==> src/hw/rtl/line_vote_accumulator_core_defines.svh <==
// Assertion macros for the RTL file that checks itself.
// Each macro expects clk and rst_n in scope.
`ifndef LINE_VOTE_ACCUMULATOR_CORE_DEFINES_SVH
`define LINE_VOTE_ACCUMULATOR_CORE_DEFINES_SVH

// Same-cycle implication, held off during reset.
`define LVA_ASSERT_NOW(label, ante, cons, msg) \
    label: assert property (@(posedge clk) disable iff (!rst_n) (ante) |-> (cons)) \
        else $error(msg);

// Next-cycle implication, held off during reset.
`define LVA_ASSERT_NEXT(label, ante, cons, msg) \
    label: assert property (@(posedge clk) disable iff (!rst_n) (ante) |=> (cons)) \
        else $error(msg);

`endif

==> src/hw/rtl/lva_pkg.sv <==
package lva_pkg;

    // Store geometry and count width
    localparam int MAX_ROWS   = 512;
    localparam int MAX_COLS   = 512;
    localparam int COUNT_BITS = 16;
    localparam int DEPTH      = MAX_ROWS * MAX_COLS;
    localparam int ADDR_BITS  = $clog2(DEPTH);

    // Field widths
    localparam int COORD_BITS   = 12;
    localparam int DIFF_BITS    = COORD_BITS + 1;
    localparam int ERR_BITS     = COORD_BITS + 3;
    localparam int READ_BITS    = 9;
    localparam int DIM_BITS     = 10;
    localparam int VOTE_BITS    = 16;
    localparam int VOTED_BITS   = 13;
    localparam int CFG_IDX_BITS = 1;
    localparam int CFG_DATA_BITS = DIM_BITS;

    // Register indexes and reset values
    localparam logic [CFG_IDX_BITS-1:0] CFG_IMAGE_HEIGHT = 1'b0;
    localparam logic [CFG_IDX_BITS-1:0] CFG_IMAGE_WIDTH  = 1'b1;
    localparam logic [DIM_BITS-1:0]     DIM_RESET        = 10'd512;

    // Operation codes
    localparam logic OP_VOTE = 1'b0;
    localparam logic OP_READ = 1'b1;

    typedef logic signed [COORD_BITS-1:0] coord_t;
    typedef logic signed [ERR_BITS-1:0]   err_t;
    typedef logic [ADDR_BITS-1:0]         addr_t;
    typedef logic [COUNT_BITS-1:0]        count_t;

    typedef struct packed {
        logic                   operation;
        coord_t                 start_row;
        coord_t                 start_col;
        coord_t                 end_row;
        coord_t                 end_col;
        logic [READ_BITS-1:0]   read_row;
        logic [READ_BITS-1:0]   read_col;
    } req_t;

    typedef struct packed {
        logic [VOTE_BITS-1:0]   vote_count;
        logic [VOTED_BITS-1:0]  cells_voted;
    } rsp_t;

    // Controller to datapath
    typedef struct packed {
        logic clear;
        logic capture;
        logic setup;
        logic walk;
        logic rd_issue;
        logic load_out;
    } cmd_t;

    // Datapath to controller
    typedef struct packed {
        logic clear_last;
        logic op_read;
        logic zero_len;
        logic walk_last;
        logic out_free;
    } sts_t;

    typedef enum logic [2:0] {
        ST_CLEAR,
        ST_IDLE,
        ST_SETUP,
        ST_WALK,
        ST_DRAIN,
        ST_READ,
        ST_DONE
    } state_t;

endpackage

==> src/hw/rtl/lva_ctrl.sv <==
module lva_ctrl (
    input  logic          clk,
    input  logic          rst_n,
    input  logic          req_valid,
    output logic          req_ready,
    input  lva_pkg::sts_t sts,
    output lva_pkg::cmd_t cmd
);

    lva_pkg::state_t state_reg;
    lva_pkg::state_t state_next;

    // State register; reset starts the store clearing pass
    always_ff @(posedge clk or negedge rst_n)
    begin
        if (!rst_n)
        begin
            state_reg <= lva_pkg::ST_CLEAR;
        end
        else
        begin
            state_reg <= state_next;
        end
    end

    // Next state and commands
    always_comb
    begin
        state_next = state_reg;
        cmd        = '0;
        req_ready  = 1'b0;
        case (state_reg)
            lva_pkg::ST_CLEAR:
            begin
                cmd.clear = 1'b1;
                if (sts.clear_last)
                begin
                    state_next = lva_pkg::ST_IDLE;
                end
            end
            lva_pkg::ST_IDLE:
            begin
                req_ready = 1'b1;
                if (req_valid)
                begin
                    cmd.capture = 1'b1;
                    state_next  = lva_pkg::ST_SETUP;
                end
            end
            lva_pkg::ST_SETUP:
            begin
                if (sts.op_read)
                begin
                    state_next = lva_pkg::ST_READ;
                end
                else
                begin
                    cmd.setup  = 1'b1;
                    state_next = sts.zero_len ? lva_pkg::ST_DONE : lva_pkg::ST_WALK;
                end
            end
            lva_pkg::ST_WALK:
            begin
                cmd.walk = 1'b1;
                if (sts.walk_last)
                begin
                    state_next = lva_pkg::ST_DRAIN;
                end
            end
            // last pending write back lands here
            lva_pkg::ST_DRAIN:
            begin
                state_next = lva_pkg::ST_DONE;
            end
            lva_pkg::ST_READ:
            begin
                cmd.rd_issue = 1'b1;
                state_next   = lva_pkg::ST_DONE;
            end
            lva_pkg::ST_DONE:
            begin
                if (sts.out_free)
                begin
                    cmd.load_out = 1'b1;
                    state_next   = lva_pkg::ST_IDLE;
                end
            end
            default:
            begin
                state_next = lva_pkg::ST_IDLE;
            end
        endcase
    end

endmodule

==> config.mk <==
export PLATFORM = sky130hd
export DESIGN_NAME = lva_ctrl
export DESIGN_NICKNAME = d
export VERILOG_FILES = /design/src/hw/rtl/line_vote_accumulator_core_defines.svh /design/src/hw/rtl/lva_pkg.sv /design/src/hw/rtl/lva_ctrl.sv
export SDC_FILE = /design/constraint.sdc
export NUM_CORES = 1
export LEC_CHECK = 0
export ABC_CLOCK_PERIOD_IN_PS = 2160
export BUFFER_PORTS_ARGS = -buffer_cell sky130_fd_sc_hd__buf_2
export CORE_AREA = 2 2 39 41
export CTS_CLUSTER_DIAMETER = 60
export DETAILED_ROUTE_END_ITERATION = 7
export DIE_AREA = 0 0 41 43
export GPL_TIMING_DRIVEN = 0
export PLACE_DENSITY = 0.38
export SYNTH_ARGS = -nofsm -noshare
export SYNTH_HDL_FRONTEND = slang
export SYNTH_SLANG_ARGS = --single-unit
==> constraint.sdc <==
create_clock -name clk -period 2.16 [get_ports clk]
set_input_delay 0.432 -clock clk [delete_from_list [all_inputs] [get_ports clk]]
set_output_delay 0.432 -clock clk [all_outputs]
set_load 0.01 [all_outputs]
# == Word level (Yosys, flattened, before mapping) ==
# Index checks and enable logic that the tools add are counted.
# totals
register_bits,3
in_bits,8
out_inout_bits,7
word_cells,31
# classes
eq_ne,10
n_mux,17
reduce_logical,3
# ops
cell,n
$mux W3,6
$pmux W3 S6,1
$mux W1,10
$eq A3 B3 Y1 const B,3
$ne A2 B2 Y1 const B,4
$eq A3 B2 Y1 const B,2
$reduce_and A4 Y1,1
$eq A3 B1 Y1 const B,1
$logic_not A3 Y1,1
$reduce_or A2 Y1,1

# == Logic depth before layout (Yosys ltp) ==
# Gate-level depths: netlist of run 1.
# depth
ltp_word,3
mapped_depth,4

# == Worst setup path before layout of run 1 ==
# No wires, ideal clock.
# synth_timing
kind,register -> output
startpoint,reg state_reg[0]
endpoint,out cmd[4] (netlist bit)
t_arrival_ns,1.045
t_required_ns,1.728
path_slack_ns,0.683
path_stages_with_launch,5
n_path_buf,1
path_cell_list,dfrtp_1 > buf_4 > inv_1 > nor3_1 > and2_1
# synth_lines
element,line,rtl
from (decl),lva_ctrl.sv:10,lva_pkg::state_t state_reg;
from (signal assigned),lva_ctrl.sv:18,state_reg <= lva_pkg::ST_CLEAR;
from (signal assigned),lva_ctrl.sv:22,state_reg <= state_next;
to (decl),lva_ctrl.sv:7,output lva_pkg::cmd_t cmd

==> impl_metrics.json, run 1 <==
{
  "yosysSeqAreaShare_pct": 33.5,
  "cts_resized": 0,
  "core_area_sq_mm": 0.00138,
  "track_usage_pct": 8.44,
  "place_area_sq_um": 314,
  "tightestPinTransition_ps": 308,
  "outcome": "finished clean",
  "max_freq_mhz": 587,
  "fin_util_pct": 25.3,
  "cts_setup_buffers": 0,
  "p_int_mw": 0.277,
  "syn_to_final_growth_pct": 56.4,
  "cts_buffer_depth": 2,
  "core.rowCount": 14,
  "startpoint_type": "register",
  "seq_area_sq_um": 75.1,
  "worst_skew_pair.late_latency_ps": 230,
  "grt_pass1_vias": 258,
  "synth-warning-count": 0,
  "worstPathArrival_ps": 1270,
  "clkPwrFrac_pct": 20.1,
  "clk_pin_slew_ps": 40,
  "crit_type": "reg2out",
  "irDropWorstVdd_uv": 314,
  "nets": 54,
  "fillers": 169,
  "h-tree-depth": 1,
  "ios": 15,
  "period_minus_slack_ps": 1700,
  "slew_viol_final": 0,
  "power_mw": 0.484,
  "grt_overflow": 0,
  "antenna_cells": 0,
  "setup_violations": 0,
  "relSlewSlack_pct": 79.4,
  "required_ps": 1730,
  "detailed_place_hpwl_um": 469,
  "drive_gt1_share_pct": 51.1,
  "syn_nets": 34,
  "cts_root_buf": "clkbuf_4",
  "ys_ff_latch": 3,
  "multiInputGateArea_sq_um": 130,
  "path_max_fanout": 7,
  "drt-total-wl_um": 575,
  "min-delay-path-class": "in2reg",
  "finalHoldViolCount": 0,
  "clock_sinks": 3,
  "wl_per_cell_um": 9.43,
  "cts_buffers": 3,
  "rsz0062_at_grt": "false",
  "min_period_over_period_pct": 78.9,
  "io_buffers": 14,
  "yosysUniqueCellTypes": 18,
  "die_h_um": 43,
  "swShare_pct": 42.8,
  "viasPerCell": 4.33,
  "antenna_found_initial": 0,
  "dp_cells": 56,
  "drtIter0Drc": 3,
  "place_congestion": 0.632,
  "synth_area_sq_um": 224,
  "die_area_sq_mm": 0.00176,
  "vias": 264,
  "postRouteAntennaNets": 0,
  "hold_buffers": 1,
  "p_seq_share_pct": 25.2,
  "p_switching_mw": 0.207,
  "drc_errors": 0,
  "die_w_um": 41,
  "grt_pass1_wl_um": 959,
  "p_leak_nw": 0.180,
  "cts_tree": "done",
  "design_area_sq_um": 350,
  "setup_tns_ps": 0,
  "syn_avg_cell_area_sq_um": 8.61,
  "pwr-share-comb_pct": 54.7,
  "grt_max_degree": 11,
  "worst_setup_path_end_kind": "primary output",
  "drv_cap": 0,
  "instances_no_fill": 61,
  "start_util_pct": 16.2,
  "skew_ps": 4.53,
  "power.density_mw_per_mm2": 1380,
  "drt-pass1-iter-count": 4,
  "largest_reg_flops": 3,
  "synthCells": 26
}
[through the flow]
step                      setup slack [ps]  hold slack (ps)
after floorplan                        683              136
after global placement                 697              229
after detailed placement               707              230
after CTS                              454              397
after global routing                   376              416
final                                  455              402
[cells in the final DEF, fill, tap and decap left out, drive strengths merged]
cell type and n:
dlygate4sd3 1, inv 3, and4 1, o31ai 1
and3 1, clkbuf 4, and2 1, buf 15
nand2 2, o21ai 2, nor2 2, o21bai 1
nor3 4, nand2b 1, a211oi 1, o32ai 1
a32o 1, dfrtp 3
[layout make-up]
cell class,count,area share [%]
multi-input combinational,19,37.1
timing repair buffer,15,22.9
sequential,3,21.4
clock buffer,4,7.50
tap,16,5.71
inverter,3,3.21
buffer,1,2.14
[synth_stat cells (all sizes together)]
cell type  count  area [sq um]
nand2          2          7.51
a211oi         1          12.5
and3           1          7.51
buf            1          7.51
o21bai         1          7.51
nor3           4          25.0
o32ai          1          8.76
dfrtp          3          75.1
a32o           1          10.0
o31ai          1          7.51
and2           1          6.26
inv            3          11.3
nand2b         1          6.26
nor2           2          7.51
o21ai          2          13.8
and4           1          10.0
[cells by family (layout without fill, tap and decap cells)]
| family | after synthesis | count (layout) | share of synthesized area [%] |
|---|---|---|---|
| simple gates | 12 | 12 | 31.3 |
| compound gates | 7 | 7 | 26.8 |
| buf+inv | 4 | 23 | 8.38 |
| flops | 3 | 3 | 33.5 |
[per-layer routing]
layer  track usage [%]  wire, um
met5                 0         0
met4              6.00         0
met3              4.71        40
met2              11.9       284
met1              9.03       250
[path summary, 6_finish.rpt]
check / start / endpoint / slack (ps) / cells after the start
min: sts[2] / state_reg[0]$_DFFE_PN0P_ / 400 / 2
min in group asynchronous: rst_n / state_reg[0]$_DFFE_PN0P_ / 520 / 2
max reg2reg: state_reg[2]$_DFFE_PN0P_ / state_reg[0]$_DFFE_PN0P_ / 1060 / 3
min reg2reg: state_reg[2]$_DFFE_PN0P_ / state_reg[2]$_DFFE_PN0P_ / 590 / 2
max: state_reg[2]$_DFFE_PN0P_ / cmd[3] / 460 / 3
max in group asynchronous: rst_n / state_reg[1]$_DFFE_PN0P_ / 1530 / 2
[power by group through the flow]
| stage | clock network [mW] | registers, mW | logic (mW) |
|---|---|---|---|
| 2_1_floorplan | 0 | 0.113 | 0.192 |
| 3_3_place_gp | 0 | 0.123 | 0.271 |
| 3_5_place_dp | 0 | 0.123 | 0.270 |
| 4_1_cts | 0.102 | 0.123 | 0.273 |
| 5_1_grt | 0.107 | 0.127 | 0.300 |
| 6_report | 0.0973 | 0.122 | 0.265 |
[worst max-delay path, stage by stage, from the launching register on]
cell      delay, ps
dfrtp_1         430
nand2b_1        240
nor3_2          200
buf_2           170
Power figures use the tool's default switching activity.
==> run 2: changes to the inputs <==
Settings changed: ABC_CLOCK_PERIOD_IN_PS 2160 to 1600.
Clock period 2.16 ns to 1.6 ns, I/O delays scaled along.
==> run 2 against run 1 <==
Compared with the run above:
- clock skew hardly changed
- sequential share of layout area fell by 1.4 points
- first-iteration DRC count decreased by 67%
- critical path depth stayed put
- largest cell class unchanged
- total power rose by 50%
- flip-flop and latch count did not move
- critical endpoint unchanged
- worst setup slack worse by 370 ps
- die area unchanged
- sequential power rose by 49%
- largest power group unchanged
==> impl_metrics.json, run 2 (same netlist as run 1, synthesis figures left out) <==
{
  "drt-pass1-iter-count": 2,
  "io_buffers": 14,
  "wl_per_cell_um": 9.97,
  "drc_errors": 0,
  "start_util_pct": 16.2,
  "period_minus_slack_ps": 1520,
  "worst_setup_path_end_kind": "primary output",
  "slew_viol_final": 0,
  "crit_buf_inv": 1,
  "crit_slowest_cell": "dfrtp_1",
  "max_stage_delay_ps": 500,
  "drv_cap": 0,
  "syn_to_final_growth_pct": 70.4,
  "grt_max_degree": 11,
  "cts_buffer_depth": 2,
  "place_congestion": 0.632,
  "min-delay-path-class": "in2reg",
  "final_cell_mix": "14 x buf_2, 3 x inv_1, 3 x clkbuf_4",
  "drtIter0Drc": 1,
  "track_usage_pct": 8.44,
  "antenna_found_initial": 0,
  "drt-total-wl_um": 618,
  "worstPathArrival_ps": 1200,
  "largest_reg_flops": 3,
  "design_area_sq_um": 382,
  "skew_ps": 4.53,
  "h-tree-depth": 1,
  "core_area_sq_mm": 0.00138,
  "core.rowCount": 14,
  "power_mw": 0.724,
  "ios": 15,
  "p_leak_nw": 0.195,
  "path_max_fanout": 7,
  "final_common_cell": "buf_2",
  "setup_violations": 0,
  "power.density_mw_per_mm2": 1900,
  "relSlewSlack_pct": 79.8,
  "setup_tns_ps": 0,
  "irDropWorstVdd_uv": 459,
  "grt_pass1_wl_um": 959,
  "detailed_place_hpwl_um": 469,
  "vias": 265,
  "antenna_cells": 0,
  "nets": 55,
  "viasPerCell": 4.27,
  "crit_type": "reg2out",
  "grt_overflow": 0,
  "path_cells": "nand2b_4, nor3_4, buf_2",
  "clk_pin_slew_ps": 40,
  "cts_root_buf": "clkbuf_4",
  "tightestPinTransition_ps": 303,
  "cts_tree": "done",
  "min_period_over_period_pct": 94.9,
  "place_area_sq_um": 314,
  "startpoint_type": "register",
  "outcome": "finished clean",
  "die_area_sq_mm": 0.00176,
  "worst_skew_pair.late_latency_ps": 230,
  "required_ps": 1280,
  "max_freq_mhz": 659,
  "finalHoldViolCount": 0,
  "die_h_um": 43,
  "cts_buffers": 3,
  "setup_ws_ps": 81.4,
  "drive_gt1_share_pct": 58.7,
  "postRouteAntennaNets": 0,
  "critical_path.top_delay_family": "flip-flops",
  "clock_sinks": 3,
  "die_w_um": 41,
  "grt_pass1_vias": 258,
  "pre_cts_ws_ps": 259
}
[run 2: cell types whose count changed in the layout (fill, tap and decap cells not counted)]
cell | previous run | this run
buf_6 | 0 | 1
nor3_1 | 3 | 2
nand2b_1 | 1 | 0
nor3_4 | 0 | 1
dfrtp_1 | 3 | 2
nand2b_4 | 0 | 1
dfrtp_2 | 0 | 1
[run 2: final cells by class]
| class | instances | area [sq um] |
|---|---|---|
| fillers | 173 | 1000 |
| flip-flops and latches | 3 | 76.3 |
| repair buffers | 16 | 87.6 |
| inverters | 3 | 11.3 |
| plain buffers | 1 | 11.3 |
| clock buffers | 4 | 26.3 |
| multi-input cells | 19 | 149 |
| well taps | 16 | 20.0 |
[run 2: timing repair]
action / CTS / global route
hold buffers: 1 / 0
endpoints found under the setup margin: 0 / 2
setup buffers: 0 / 1
resized for setup: 0 / 6
hold endpoints to repair: 3 / 0
[run 2: final timing paths]
check / start / endpoint / slack [ps] / depth (start not counted)
setup / recovery: state_reg[1]$_DFFE_PN0P_ / cmd[3] / 80 / 3
hold / removal: sts[2] / state_reg[0]$_DFFE_PN0P_ / 290 / 2
setup reg to reg: state_reg[1]$_DFFE_PN0P_ / state_reg[0]$_DFFE_PN0P_ / 460 / 3
hold reg to reg: state_reg[2]$_DFFE_PN0P_ / state_reg[2]$_DFFE_PN0P_ / 570 / 2
max in group asynchronous: rst_n / state_reg[2]$_DFFE_PN0P_ / 1070 / 2
min in group asynchronous: rst_n / state_reg[0]$_DFFE_PN0P_ / 410 / 2
[run 2: stage by stage]
step,std cells,utilization (%),hold WS (ps)
2_1_floorplan,26,-,24.4
6_report,62,27.6,291
3_5_place_dp,56,22.7,118
4_1_cts,61,25.3,285
5_1_grt,62,27.6,304
3_3_place_gp,56,22.7,117
[run 2: worst reg2reg max path: cells and delay by family (launching register included)]
family | cells | cell delay (ps)
compound gates | 3 | 560
flops | 1 | 500
[run 2: power by group]
group          switching [mW]  internal [mW]  leakage [nW]
registers              0.0624          0.119        0.0346
logic                   0.211          0.200         0.145
clock network          0.0380         0.0934        0.0150
total                   0.311          0.413         0.195
[run 2: metal layers]
metal,track usage [%],wire length (um),up-vias
li1,-,-,135
met1,9.03,255,121
met2,11.9,322,9
met3,4.71,40,0
met4,6.00,0,0
met5,0,0,-
